**config.mk**
```make
export PLATFORM = sky130hd
export DESIGN_NAME = min_max_normalizer
export DESIGN_NICKNAME = d
export VERILOG_FILES = /design/src/rtl/mmn_pkg.sv /design/src/rtl/min_max_normalizer.sv /design/src/rtl/mmn_ctrl.sv /design/src/rtl/mmn_datapath.sv
export SDC_FILE = /design/constraint.sdc
export NUM_CORES = 1
export LEC_CHECK = 0
export ABC_AREA = 1
export BUFFER_PORTS_ARGS = -buffer_cell sky130_fd_sc_hd__buf_2
export CAP_MARGIN = 20
export CORE_MARGIN = 3
export CORE_UTILIZATION = 50
export DETAILED_ROUTE_END_ITERATION = 6
export MAX_ROUTING_LAYER = met4
export PLACE_DENSITY_LB_ADDON = 0.05
export SYNTH_ARGS = -nofsm -noshare
export SYNTH_HDL_FRONTEND = slang
export SYNTH_SLANG_ARGS = --single-unit
```
**constraint.sdc**
```tcl
create_clock -name clk -period 3.9 [get_ports clk]
set_input_delay 0.39 -clock clk [delete_from_list [all_inputs] [get_ports clk]]
set_output_delay 0.39 -clock clk [all_outputs]
set_load 0.02 [all_outputs]
```
**src/rtl/mmn_pkg.sv**
```systemverilog
package mmn_pkg;

  localparam int SET_DEPTH = 64;
  localparam int SMP_W     = 16;
  localparam int Q_W       = 16;
  localparam int IDX_W     = $clog2(SET_DEPTH);
  localparam int CNT_W     = $clog2(SET_DEPTH + 1);
  localparam int BIT_W     = $clog2(Q_W);

  typedef enum logic [2:0] {
    ST_LOAD,
    ST_READ,
    ST_PREP,
    ST_DIV,
    ST_PUSH
  } mmn_state_t;

  typedef struct packed {
    logic load;
    logic rd;
    logic div_init;
    logic div_step;
    logic push;
  } mmn_cmd_t;

  typedef struct packed {
    logic skip;
    logic div_last;
    logic out_free;
    logic last_item;
  } mmn_sts_t;

endpackage

```
**src/rtl/min_max_normalizer.sv**
```systemverilog
// Samples load at one per cycle while in_tready is high; in_tready is low while the stored set
// drains, and a sample marked last starts the drain. Each result takes a read, a set-up, the
// bit-serial divider steps and an output load; the divider steps are skipped when the range is
// zero or the sample equals the maximum. The output load waits until the previous result is taken.
// Synchronous active-low reset empties the set and clears the output valid flag.
module min_max_normalizer
  import mmn_pkg::*;
(
  input  logic        clk,
  input  logic        rst_n,
  input  logic        in_tvalid,
  output logic        in_tready,
  input  logic [15:0] in_tdata,  // [15:0] sample
  input  logic        in_tlast,
  output logic        out_tvalid,
  input  logic        out_tready,
  output logic [15:0] out_tdata, // [15:0] norm_value
  output logic        out_tlast,
  output logic [1:0]  out_tuser  // [0] all_equal, [1] overflowed
);

  mmn_cmd_t cmd;
  mmn_sts_t sts;

  mmn_ctrl u_ctrl (
    .clk      (clk),
    .rst_n    (rst_n),
    .in_valid (in_tvalid),
    .in_last  (in_tlast),
    .in_ready (in_tready),
    .sts      (sts),
    .cmd      (cmd)
  );

  mmn_datapath u_datapath (
    .clk       (clk),
    .rst_n     (rst_n),
    .in_sample ($signed(in_tdata[SMP_W-1:0])),
    .cmd       (cmd),
    .sts       (sts),
    .out_ready (out_tready),
    .out_valid (out_tvalid),
    .out_norm  (out_tdata[Q_W-1:0]),
    .out_end   (out_tlast),
    .out_equal (out_tuser[0]),
    .out_ovf   (out_tuser[1])
  );

endmodule

```
**src/rtl/mmn_ctrl.sv**
```systemverilog
module mmn_ctrl
  import mmn_pkg::*;
(
  input  logic       clk,
  input  logic       rst_n,
  input  logic       in_valid,
  input  logic       in_last,
  output logic       in_ready,
  input  mmn_sts_t   sts,
  output mmn_cmd_t   cmd
);

  mmn_state_t state_r;
  mmn_state_t state_nxt;

  always_ff @(posedge clk) begin
    if (!rst_n) begin
      state_r <= ST_LOAD;
    end else begin
      state_r <= state_nxt;
    end
  end

  always_comb begin
    state_nxt = state_r;
    cmd       = '0;
    in_ready  = 1'b0;
    case (state_r)
      ST_LOAD: begin
        in_ready = 1'b1;
        if (in_valid) begin
          cmd.load = 1'b1;
          if (in_last) begin
            state_nxt = ST_READ;
          end
        end
      end
      ST_READ: begin
        cmd.rd    = 1'b1;
        state_nxt = ST_PREP;
      end
      ST_PREP: begin
        cmd.div_init = 1'b1;
        state_nxt    = sts.skip ? ST_PUSH : ST_DIV;
      end
      ST_DIV: begin
        cmd.div_step = 1'b1;
        if (sts.div_last) begin
          state_nxt = ST_PUSH;
        end
      end
      ST_PUSH: begin
        if (sts.out_free) begin
          cmd.push  = 1'b1;
          state_nxt = sts.last_item ? ST_LOAD : ST_READ;
        end
      end
      default: begin
        state_nxt = ST_LOAD;
      end
    endcase
  end

endmodule

```
**src/rtl/mmn_datapath.sv**
```systemverilog
module mmn_datapath
  import mmn_pkg::*;
(
  input  logic                    clk,
  input  logic                    rst_n,
  input  logic signed [SMP_W-1:0] in_sample,
  input  mmn_cmd_t                cmd,
  output mmn_sts_t                sts,
  input  logic                    out_ready,
  output logic                    out_valid,
  output logic [Q_W-1:0]          out_norm,
  output logic                    out_end,
  output logic                    out_equal,
  output logic                    out_ovf
);

  logic [SMP_W-1:0]        mem [SET_DEPTH];
  logic [SMP_W-1:0]        rd_data_r;
  logic [CNT_W-1:0]        fill_r;
  logic [CNT_W-1:0]        fill_nxt;
  logic signed [SMP_W-1:0] min_r;
  logic signed [SMP_W-1:0] min_nxt;
  logic signed [SMP_W-1:0] max_r;
  logic signed [SMP_W-1:0] max_nxt;
  logic                    drop_r;
  logic                    drop_nxt;
  logic [IDX_W-1:0]        rd_idx_r;
  logic [IDX_W-1:0]        rd_idx_nxt;
  logic                    out_valid_r;
  logic                    out_valid_nxt;
  logic [Q_W-1:0]          out_norm_r;
  logic                    out_end_r;
  logic                    out_equal_r;
  logic                    out_ovf_r;
  logic [SMP_W-1:0]        rem_r;
  logic [Q_W-1:0]          quo_r;
  logic [BIT_W-1:0]        bit_r;
  logic                    sat_r;
  logic                    zero_r;
  logic                    not_full;
  logic [SMP_W-1:0]        range_w;
  logic [SMP_W-1:0]        diff_w;
  logic [SMP_W:0]          rem2_w;
  logic                    ge_w;
  logic                    range_zero;
  logic                    last_item;

  assign not_full   = fill_r < CNT_W'(SET_DEPTH);
  assign range_w    = SMP_W'(max_r - min_r);
  assign range_zero = (range_w == '0);
  assign diff_w     = SMP_W'($signed(rd_data_r) - min_r);
  assign rem2_w     = {rem_r, 1'b0};
  assign ge_w       = rem2_w >= {1'b0, range_w};
  assign last_item  = (CNT_W'(rd_idx_r) + CNT_W'(1)) == fill_r;

  assign sts.skip      = range_zero || (diff_w == range_w);
  assign sts.div_last  = (bit_r == BIT_W'(Q_W - 1));
  assign sts.out_free  = !out_valid_r || out_ready;
  assign sts.last_item = last_item;

  always_comb begin
    fill_nxt      = fill_r;
    min_nxt       = min_r;
    max_nxt       = max_r;
    drop_nxt      = drop_r;
    rd_idx_nxt    = rd_idx_r;
    out_valid_nxt = out_valid_r && !out_ready;
    if (cmd.load) begin
      if (not_full) begin
        fill_nxt = fill_r + CNT_W'(1);
        if (fill_r == '0) begin
          min_nxt = in_sample;
          max_nxt = in_sample;
        end else begin
          if (in_sample < min_r) begin
            min_nxt = in_sample;
          end
          if (in_sample > max_r) begin
            max_nxt = in_sample;
          end
        end
      end else begin
        drop_nxt = 1'b1;
      end
    end
    if (cmd.push) begin
      out_valid_nxt = 1'b1;
      if (last_item) begin
        fill_nxt   = '0;
        min_nxt    = '0;
        max_nxt    = '0;
        drop_nxt   = 1'b0;
        rd_idx_nxt = '0;
      end else begin
        rd_idx_nxt = rd_idx_r + IDX_W'(1);
      end
    end
  end

  always_ff @(posedge clk) begin
    if (!rst_n) begin
      fill_r      <= '0;
      min_r       <= '0;
      max_r       <= '0;
      drop_r      <= 1'b0;
      rd_idx_r    <= '0;
      out_valid_r <= 1'b0;
    end else begin
      fill_r      <= fill_nxt;
      min_r       <= min_nxt;
      max_r       <= max_nxt;
      drop_r      <= drop_nxt;
      rd_idx_r    <= rd_idx_nxt;
      out_valid_r <= out_valid_nxt;
    end
  end

  always_ff @(posedge clk) begin
    if (cmd.load && not_full) begin
      mem[fill_r[IDX_W-1:0]] <= in_sample;
    end
    if (cmd.rd) begin
      rd_data_r <= mem[rd_idx_r];
    end
  end

  // Restoring division of diff * 2^16 by the range, one quotient bit per cycle.
  always_ff @(posedge clk) begin
    if (cmd.div_init) begin
      rem_r  <= diff_w;
      quo_r  <= '0;
      bit_r  <= '0;
      zero_r <= range_zero;
      sat_r  <= !range_zero && (diff_w == range_w);
    end else if (cmd.div_step) begin
      rem_r <= ge_w ? SMP_W'(rem2_w - {1'b0, range_w}) : rem2_w[SMP_W-1:0];
      quo_r <= {quo_r[Q_W-2:0], ge_w};
      bit_r <= bit_r + BIT_W'(1);
    end
  end

  always_ff @(posedge clk) begin
    if (cmd.push) begin
      out_norm_r  <= zero_r ? '0 : (sat_r ? '1 : quo_r);
      out_end_r   <= last_item;
      out_equal_r <= range_zero;
      out_ovf_r   <= drop_r;
    end
  end

  assign out_valid = out_valid_r;
  assign out_norm  = out_norm_r;
  assign out_end   = out_end_r;
  assign out_equal = out_equal_r;
  assign out_ovf   = out_ovf_r;

endmodule
```
==> impl_metrics.yaml, run 1 <==
run_status:
  outcome: "finished clean"
job:
  cap_violations: 0
clock_tree:
  postCtsSetupBuffers: 0
  clkTransAtPathRegs_ns: 0.06
  cts_buffers: 117
  cts_tree: "built"
  clockBufferDepth: 3
  clock_sinks: 1147
  insertion_delay_ns: 0.71
  clockRootBuffer: "clkbuf_16"
  htreeDepth: 3
critical_path:
  crit_arrival_ns: 4.07
  r2r_slack_ns: 0.29
  crit_start: "u_datapath.max_r[0]"
  worst_r2r_startpoint: "u_datapath.max_r[0]"
  slowest_stage: "fa_1"
  cp_common_cell: "inv_1"
  end_kind: "flop"
  crit_path_start_kind: "flop"
  crit_type: "reg -> reg"
  critPathTopFamily: "simple AND/OR/NAND/NOR gates"
  worstPathCellList: "inv_1, ha_1, inv_1, fa_1, nand3_1, nand3_2, xor2_2, inv_1, ha_2, a21oi_2, o21ai_0, nand2_1, o2111ai_1, nand4_1, nand2_2, nand3_4, nand2_8, o21ai_1, nand3_1, nand2_1"
  cpPeakStageDelay_ns: 0.44
  critPathBufInv: 3
  required_ns: 4.36
  critical_path.max_fanout: 12
logic_synthesis:
  synth_area_leader_cell: "edfxtp_1"
  syn_inst: 4137
  async_reset_ff_frac: 0
  netlist_area_sq_mm: 0.0488
  synth_edf_count: 1077
  seq_area_frac_synth: 0.691
  syn_nets: 4241
  ys_top_cells_by_area: "edfxtp_1 66%, o21ai_0 5.6%, nor2_1 5.1%"
  synthFlopType: "edfxtp_1"
  ys_seq_elements: 1147
  synth_warnings: 0
  synth_top_area_frac: 0.662
  avgSynthCellArea_sq_um: 11.8
  yosysUniqueCellTypes: 50
sta:
  tns_ns: 0
  worst_pin_slew_ns: 1.06
  fmax_ghz: 0.277
  fin_crit_sh: 0.927
  slew_violations: 0
  min_period_ns: 3.61
  max_slew_margin: 0.295
  finClkSkew_ns: 0.0245
  finalHoldViolCount: 0
  finalSetupViolCount: 0
grt:
  grt_max_degree: 153
  grt_pass1_vias: 31100
  grtUsageTotal: 0.272
  grt_pass1_wl_um: 203000
  antenna_found_initial: 0
  gr-total-overflow: 0
pwr:
  vdd_drop_max_mv: 0.416
  power_frac_comb: 0.282
  power_density_mw_per_mm2: 640
  swShare: 0.326
  p_leak_nw: 18.9
  power_frac_seq: 0.413
  p_switching_mw: 11.4
  power_frac_clock: 0.305
  finalPower_mw: 35.0
  p_int_mw: 23.6
detailed_routing:
  drc: 0
  wl_met2_um: 63300
  wl_met3_um: 9510
  top_layer_used: "met4"
  final_antenna_net_count: 0
  wl_per_cell_um: 24.6
  met1_length_um: 60200
  first_iter_violations: 3446
  drt-total-wl_um: 136000
  route.vias.total: 33000
  routed_via_density: 5.94
  drtPass1Iterations: 5
place:
  hpwl_um: 81300
  numPortBuffers: 41
  postPlaceCellArea_sq_mm: 0.0509
  gp_congestion: 0.969
finish:
  syn_to_final_growth_pct: 11.9
  layout-drive-gt1-share: 0.0968
  nets: 4294
  design_area_sq_mm: 0.0546
  num-fill-cells: 7986
die:
  die-area_sq_mm: 0.101
  fp.dieH_um: 318
  fp.dieW_um: 318
  row_count: 113
  io_pins: 42
  core_area_sq_mm: 0.0959
  initial_core_util: 0.509
min_path:
  worstHoldStart: "in_tdata[7]"
  hold_path.class: "in -> reg"
## cell usage after synthesis (2+ instances only)
library cell	n
a31oi_1	5
buf_2	21
inv_2	9
a21oi_1	105
o22ai_1	20
buf_1	28
nand3_2	3
nand2_2	7
nand4_1	15
nand2_1	401
o221ai_1	252
nor3b_1	3
clkbuf_1	194
o21ai_0	551
a21oi_2	3
nand2_4	2
nor3_1	16
buf_6	5
nor2_2	2
o21ai_1	16
nor2_1	669
o21bai_1	2
ha_1	80
dfxtp_1	70
xnor2_1	17
nand3_1	305
buf_4	3
a211oi_1	2
inv_1	200
a21o_1	2
nor4_1	3
o21ai_2	3
fa_1	3
edfxtp_1	1077
xor2_1	23
nor3_2	2
nand3b_1	5
## state kept, by name, indices dropped and copies added (netlist names)
register	cells
u_datapath.fill_r	7
u_datapath.drop_r	1
u_datapath.out_end	1
u_datapath.quo_r	16
u_datapath.zero_r	1
u_datapath.rd_data_r	16
u_datapath.max_r	16
u_ctrl.state_r	3
u_datapath.out_ovf	1
u_datapath.bit_r	4
u_datapath.rem_r	16
u_datapath.out_norm	16
u_datapath.out_valid	1
u_datapath.sat_r	1
u_datapath.mem	1024
u_datapath.min_r	16
u_datapath.rd_idx_r	6
u_datapath.out_equal	1
## worst paths after layout
check                         endpoint  cells past startpoint
setup / recovery  u_datapath.rem_r[10]                     20
hold / removal    u_datapath.mem[1][7]                      1
setup reg to reg  u_datapath.rem_r[10]                     20
hold reg to reg    u_datapath.min_r[8]                      2
## area by class of cell
cell class / instances / area, sq um / area share
tap: 1265 / 1580 / 0.0290
clock inverter: 58 / 399 / 0.00731
timing repair buffer: 185 / 1440 / 0.0263
multi-input combinational: 2530 / 13400 / 0.246
clock buffer: 158 / 3240 / 0.0592
antenna: 1 / 2.50 / 0.0000458
inverter: 209 / 805 / 0.0147
sequential: 1147 / 33800 / 0.618
## worst reg2reg max path, stage by stage (launching register included)
cell,delay (ns)
dfxtp_1,0.34
inv_1,0.11
ha_1,0.15
inv_1,0.07
fa_1,0.44
nand3_1,0.12
nand3_2,0.12
xor2_2,0.23
inv_1,0.09
ha_2,0.39
a21oi_2,0.07
o21ai_0,0.19
nand2_1,0.08
o2111ai_1,0.15
nand4_1,0.17
nand2_2,0.14
nand3_4,0.14
nand2_8,0.16
o21ai_1,0.08
nand3_1,0.08
nand2_1,0.06
## kinds of logic (layout without fill, tap and decap cells)
| family | after synthesis | after routing | synth area share |
|---|---|---|---|
| adders and majority gates | 83 | 83 | 0.0217 |
| DFF | 1147 | 1147 | 0.691 |
| AOI/OAI and AO/OA | 967 | 967 | 0.121 |
| xor gates and xnor gates | 40 | 40 | 0.00718 |
| other | 0 | 1 | 0 |
| and+or+nand+nor | 1439 | 1440 | 0.122 |
| buffers and inverters | 461 | 610 | 0.0370 |
## power by group through the flow
stage	logic, mW	clock network [mW]	registers (mW)
after CTS	9.49	10.8	14.4
after global routing	11.2	11.3	14.5
final	9.87	10.7	14.4
after global placement	9.43	0	14.7
after floorplan	7.15	0	14.6
after detailed placement	9.49	0	14.7
## timing repair
action | 4_1_cts | 5_1_grt
hold endpoints to repair | 1 | 0
resized for setup | 0 | 14
endpoints found under the setup margin | 0 | 17
hold buffers | 1 | 0
## per-stage QoR
| step | setup slack (ns) | cells | util | hold WS (ns) |
|---|---|---|---|---|
| after floorplan | 0.690 | 4137 | - | 0.409 |
| after global placement | 0.185 | 5334 | 0.531 | 0.459 |
| after detailed placement | 0.0764 | 5334 | 0.531 | 0.467 |
| after CTS | 0.0911 | 5551 | 0.569 | 0.0468 |
| after global routing | -0.0156 | 5552 | 0.570 | 0.0627 |
| final | 0.286 | 5553 | 0.570 | 0.0830 |
## layer usage
| metal | vias up | global-route usage |
|---|---|---|
| li1 | 15300 | - |
| met1 | 16400 | 0.383 |
| met2 | 1158 | 0.417 |
| met3 | 179 | 0.0439 |
| met4 | 0 | 0.0718 |
| met5 | - | - |
## cells in the final DEF (no fill, tap or decap), drive strengths merged, types with 3 or more instances in the layout
cell type  netlist  routed
clkinv           0      47
a21oi          108     108
edfxtp        1077    1077
nand2          410     411
nor4             4       4
o22ai           20      20
nand3          308     308
nand3b           5       5
nor3b            3       3
bufinv           0       4
nor2           672     672
o221ai         252     252
xnor2           17      17
o21ai          571     571
xor2            23      23
buf             57     184
fa               3       3
ha              80      80
nand4           15      15
inv            209     214
clkbuf         195     158
a31oi            5       5
o21bai           3       3
nor3            18      18
dfxtp           70      70
No activity file was read; power rests on OpenSTA's default activity.
==> run 2, diff against run 1 <==
- CTS_CLUSTER_SIZE: default -> 10
- MAX_ROUTING_LAYER: met4 -> default
==> run 2 against run 1 <==
Global-route usage is 0.64 points lower. Routed wire length decreased by 0.22%. Total power grew 0.95%. Clock power grew 4%. Combinational power down 1%. Cell area grew 0.22%. Count of clock-buffer cells in the layout increased by 7. Sequential cell count unchanged. Worst hold slack got worse by 0.038 ns. Sequential power about the same. Critical path type unchanged. Largest cell class unchanged. Highest routed layer unchanged.
==> impl_metrics.yaml, run 2 (synthesis results as in run 1) <==
finish:
  final_common_cell: "edfxtp_1"
  final_cell_mix: "1077 x edfxtp_1, 653 x nor2_1, 551 x o21ai_0"
  finalNonFillerCells: 5519
  fin_util: 0.571
  regArea_sq_mm: 0.0338
  syn_to_final_growth_pct: 12.2
  multi_input_area_sq_mm: 0.0134
  insertedDiodeCount: 0
  largest_reg_flops: 1024
  design_area_sq_mm: 0.0548
  num-fill-cells: 7985
  layout-drive-gt1-share: 0.0952
  nets: 4315
clock_tree:
  clockRootBuffer: "clkbuf_16"
  clock_sinks: 1147
  cts_buffers: 135
  cts_tree: "built"
  insertion_delay_ns: 0.75
  clkTransAtPathRegs_ns: 0.06
  clockBufferDepth: 3
  htreeDepth: 4
critical_path:
  crit_type: "reg -> reg"
  end_kind: "flop"
  reg2reg_depth: 20
  critical_path.max_fanout: 12
  required_ns: 4.37
  crit_path_start_kind: "flop"
  r2r_end: "u_datapath.rem_r[6]"
  crit_arrival_ns: 4.07
  r2r_slack_ns: 0.30
  worst_r2r_startpoint: "u_datapath.max_r[0]"
die:
  die-area_sq_mm: 0.101
  fp.dieH_um: 318
  row_count: 113
  initial_core_util: 0.509
  core_area_sq_mm: 0.0959
  io_pins: 42
  fp.dieW_um: 318
place:
  gp_congestion: 0.923
  dp.cells: 5337
  place_ws_ns: 0.128
  hpwl_um: 80400
  postPlaceCellArea_sq_mm: 0.0509
  numPortBuffers: 41
grt:
  grt_max_degree: 172
  grt_pass1_wl_um: 203000
  antenna_found_initial: 4
  grt_pass1_vias: 31200
  grtUsageTotal: 0.266
  gr-total-overflow: 0
pwr:
  p_leak_nw: 19.0
  vdd_drop_max_mv: 0.453
  finalPower_mw: 35.3
  power_density_mw_per_mm2: 645
sta:
  finalSetupViolCount: 0
  min_period_ns: 3.60
  tns_ns: 0
  holdWs_ns: 0.0452
  max_slew_margin: 0.319
  fin_ws_ns: 0.301
  fmax_ghz: 0.278
  finalHoldViolCount: 0
  finClkSkew_ns: 0.0306
  fin_crit_sh: 0.923
  slew_violations: 0
  worst_pin_slew_ns: 1.02
min_path:
  worstHoldStart: "in_tdata[6]"
  hold_path.class: "in -> reg"
  hold_end: "u_datapath.mem[0][6]"
  holdPathStages: 1
job:
  cap_violations: 0
detailed_routing:
  drc: 0
  routed_via_density: 5.97
  final_antenna_net_count: 0
  wl_per_cell_um: 24.7
  drtPass1Iterations: 6
  drt-total-wl_um: 136000
  route.vias.total: 32900
  first_iter_violations: 3543
run_status:
  outcome: "finished clean"
## run 2: worst max-delay path by stage
stage               cells after the start           startpoint              endpoint
floorplan                              21  u_datapath.max_r[0]  u_datapath.rem_r[10]
global placement                       21  u_datapath.max_r[0]  u_datapath.rem_r[15]
detailed placement                     21  u_datapath.max_r[0]  u_datapath.rem_r[15]
CTS                                    21  u_datapath.max_r[0]  u_datapath.rem_r[15]
global route                           22  u_datapath.min_r[2]  u_datapath.rem_r[15]
finish                                 20  u_datapath.max_r[0]   u_datapath.rem_r[6]
## run 2: area by class of cell
class                   instances  area share
clock buffers                 165      0.0657
clock inverters                15     0.00295
inverters                     209      0.0147
multi-input cells            2530       0.245
flip-flops and latches       1147       0.616
well taps                    1265      0.0289
repair buffers                188      0.0267
## run 2: worst max-delay path, cell delays in order, from the launching register on
cell and delay (ns):
dfxtp_1 0.34, inv_1 0.10, ha_1 0.15, inv_1 0.07, fa_2 0.38, nand3_1 0.10
nand3_2 0.12, xor2_2 0.23, inv_1 0.08, ha_1 0.36, a21oi_1 0.10, o21ai_0 0.23
nand2_1 0.09, o2111ai_1 0.16, nand4_1 0.16, nand2_2 0.14, nand3_4 0.13, nand2_4 0.18
nand2_1 0.07, nand2_1 0.08, o21ai_2 0.06
## run 2: power breakdown
group          internal [mW]  switching [mW]
clock                   6.49            4.60
sequential              14.2           0.273
combinational           3.29            6.48
total                   24.0            11.4
## run 2: what timing repair did
action / CTS / global route
buffers inserted: 0 / 0
resized for setup: 0 / 10
endpoints found under the setup margin: 0 / 17
hold buffers: 1 / 0
endpoints found under the hold margin: 1 / 0
## run 2: per-layer routing
metal  vias up  track usage  routed length [um]
met4         0       0.0795                3420
met2      1198        0.416               62800
met3       199       0.0390                9050
met5         -            0                   0
met1     16300        0.388               60900
li1      15300            -                   -
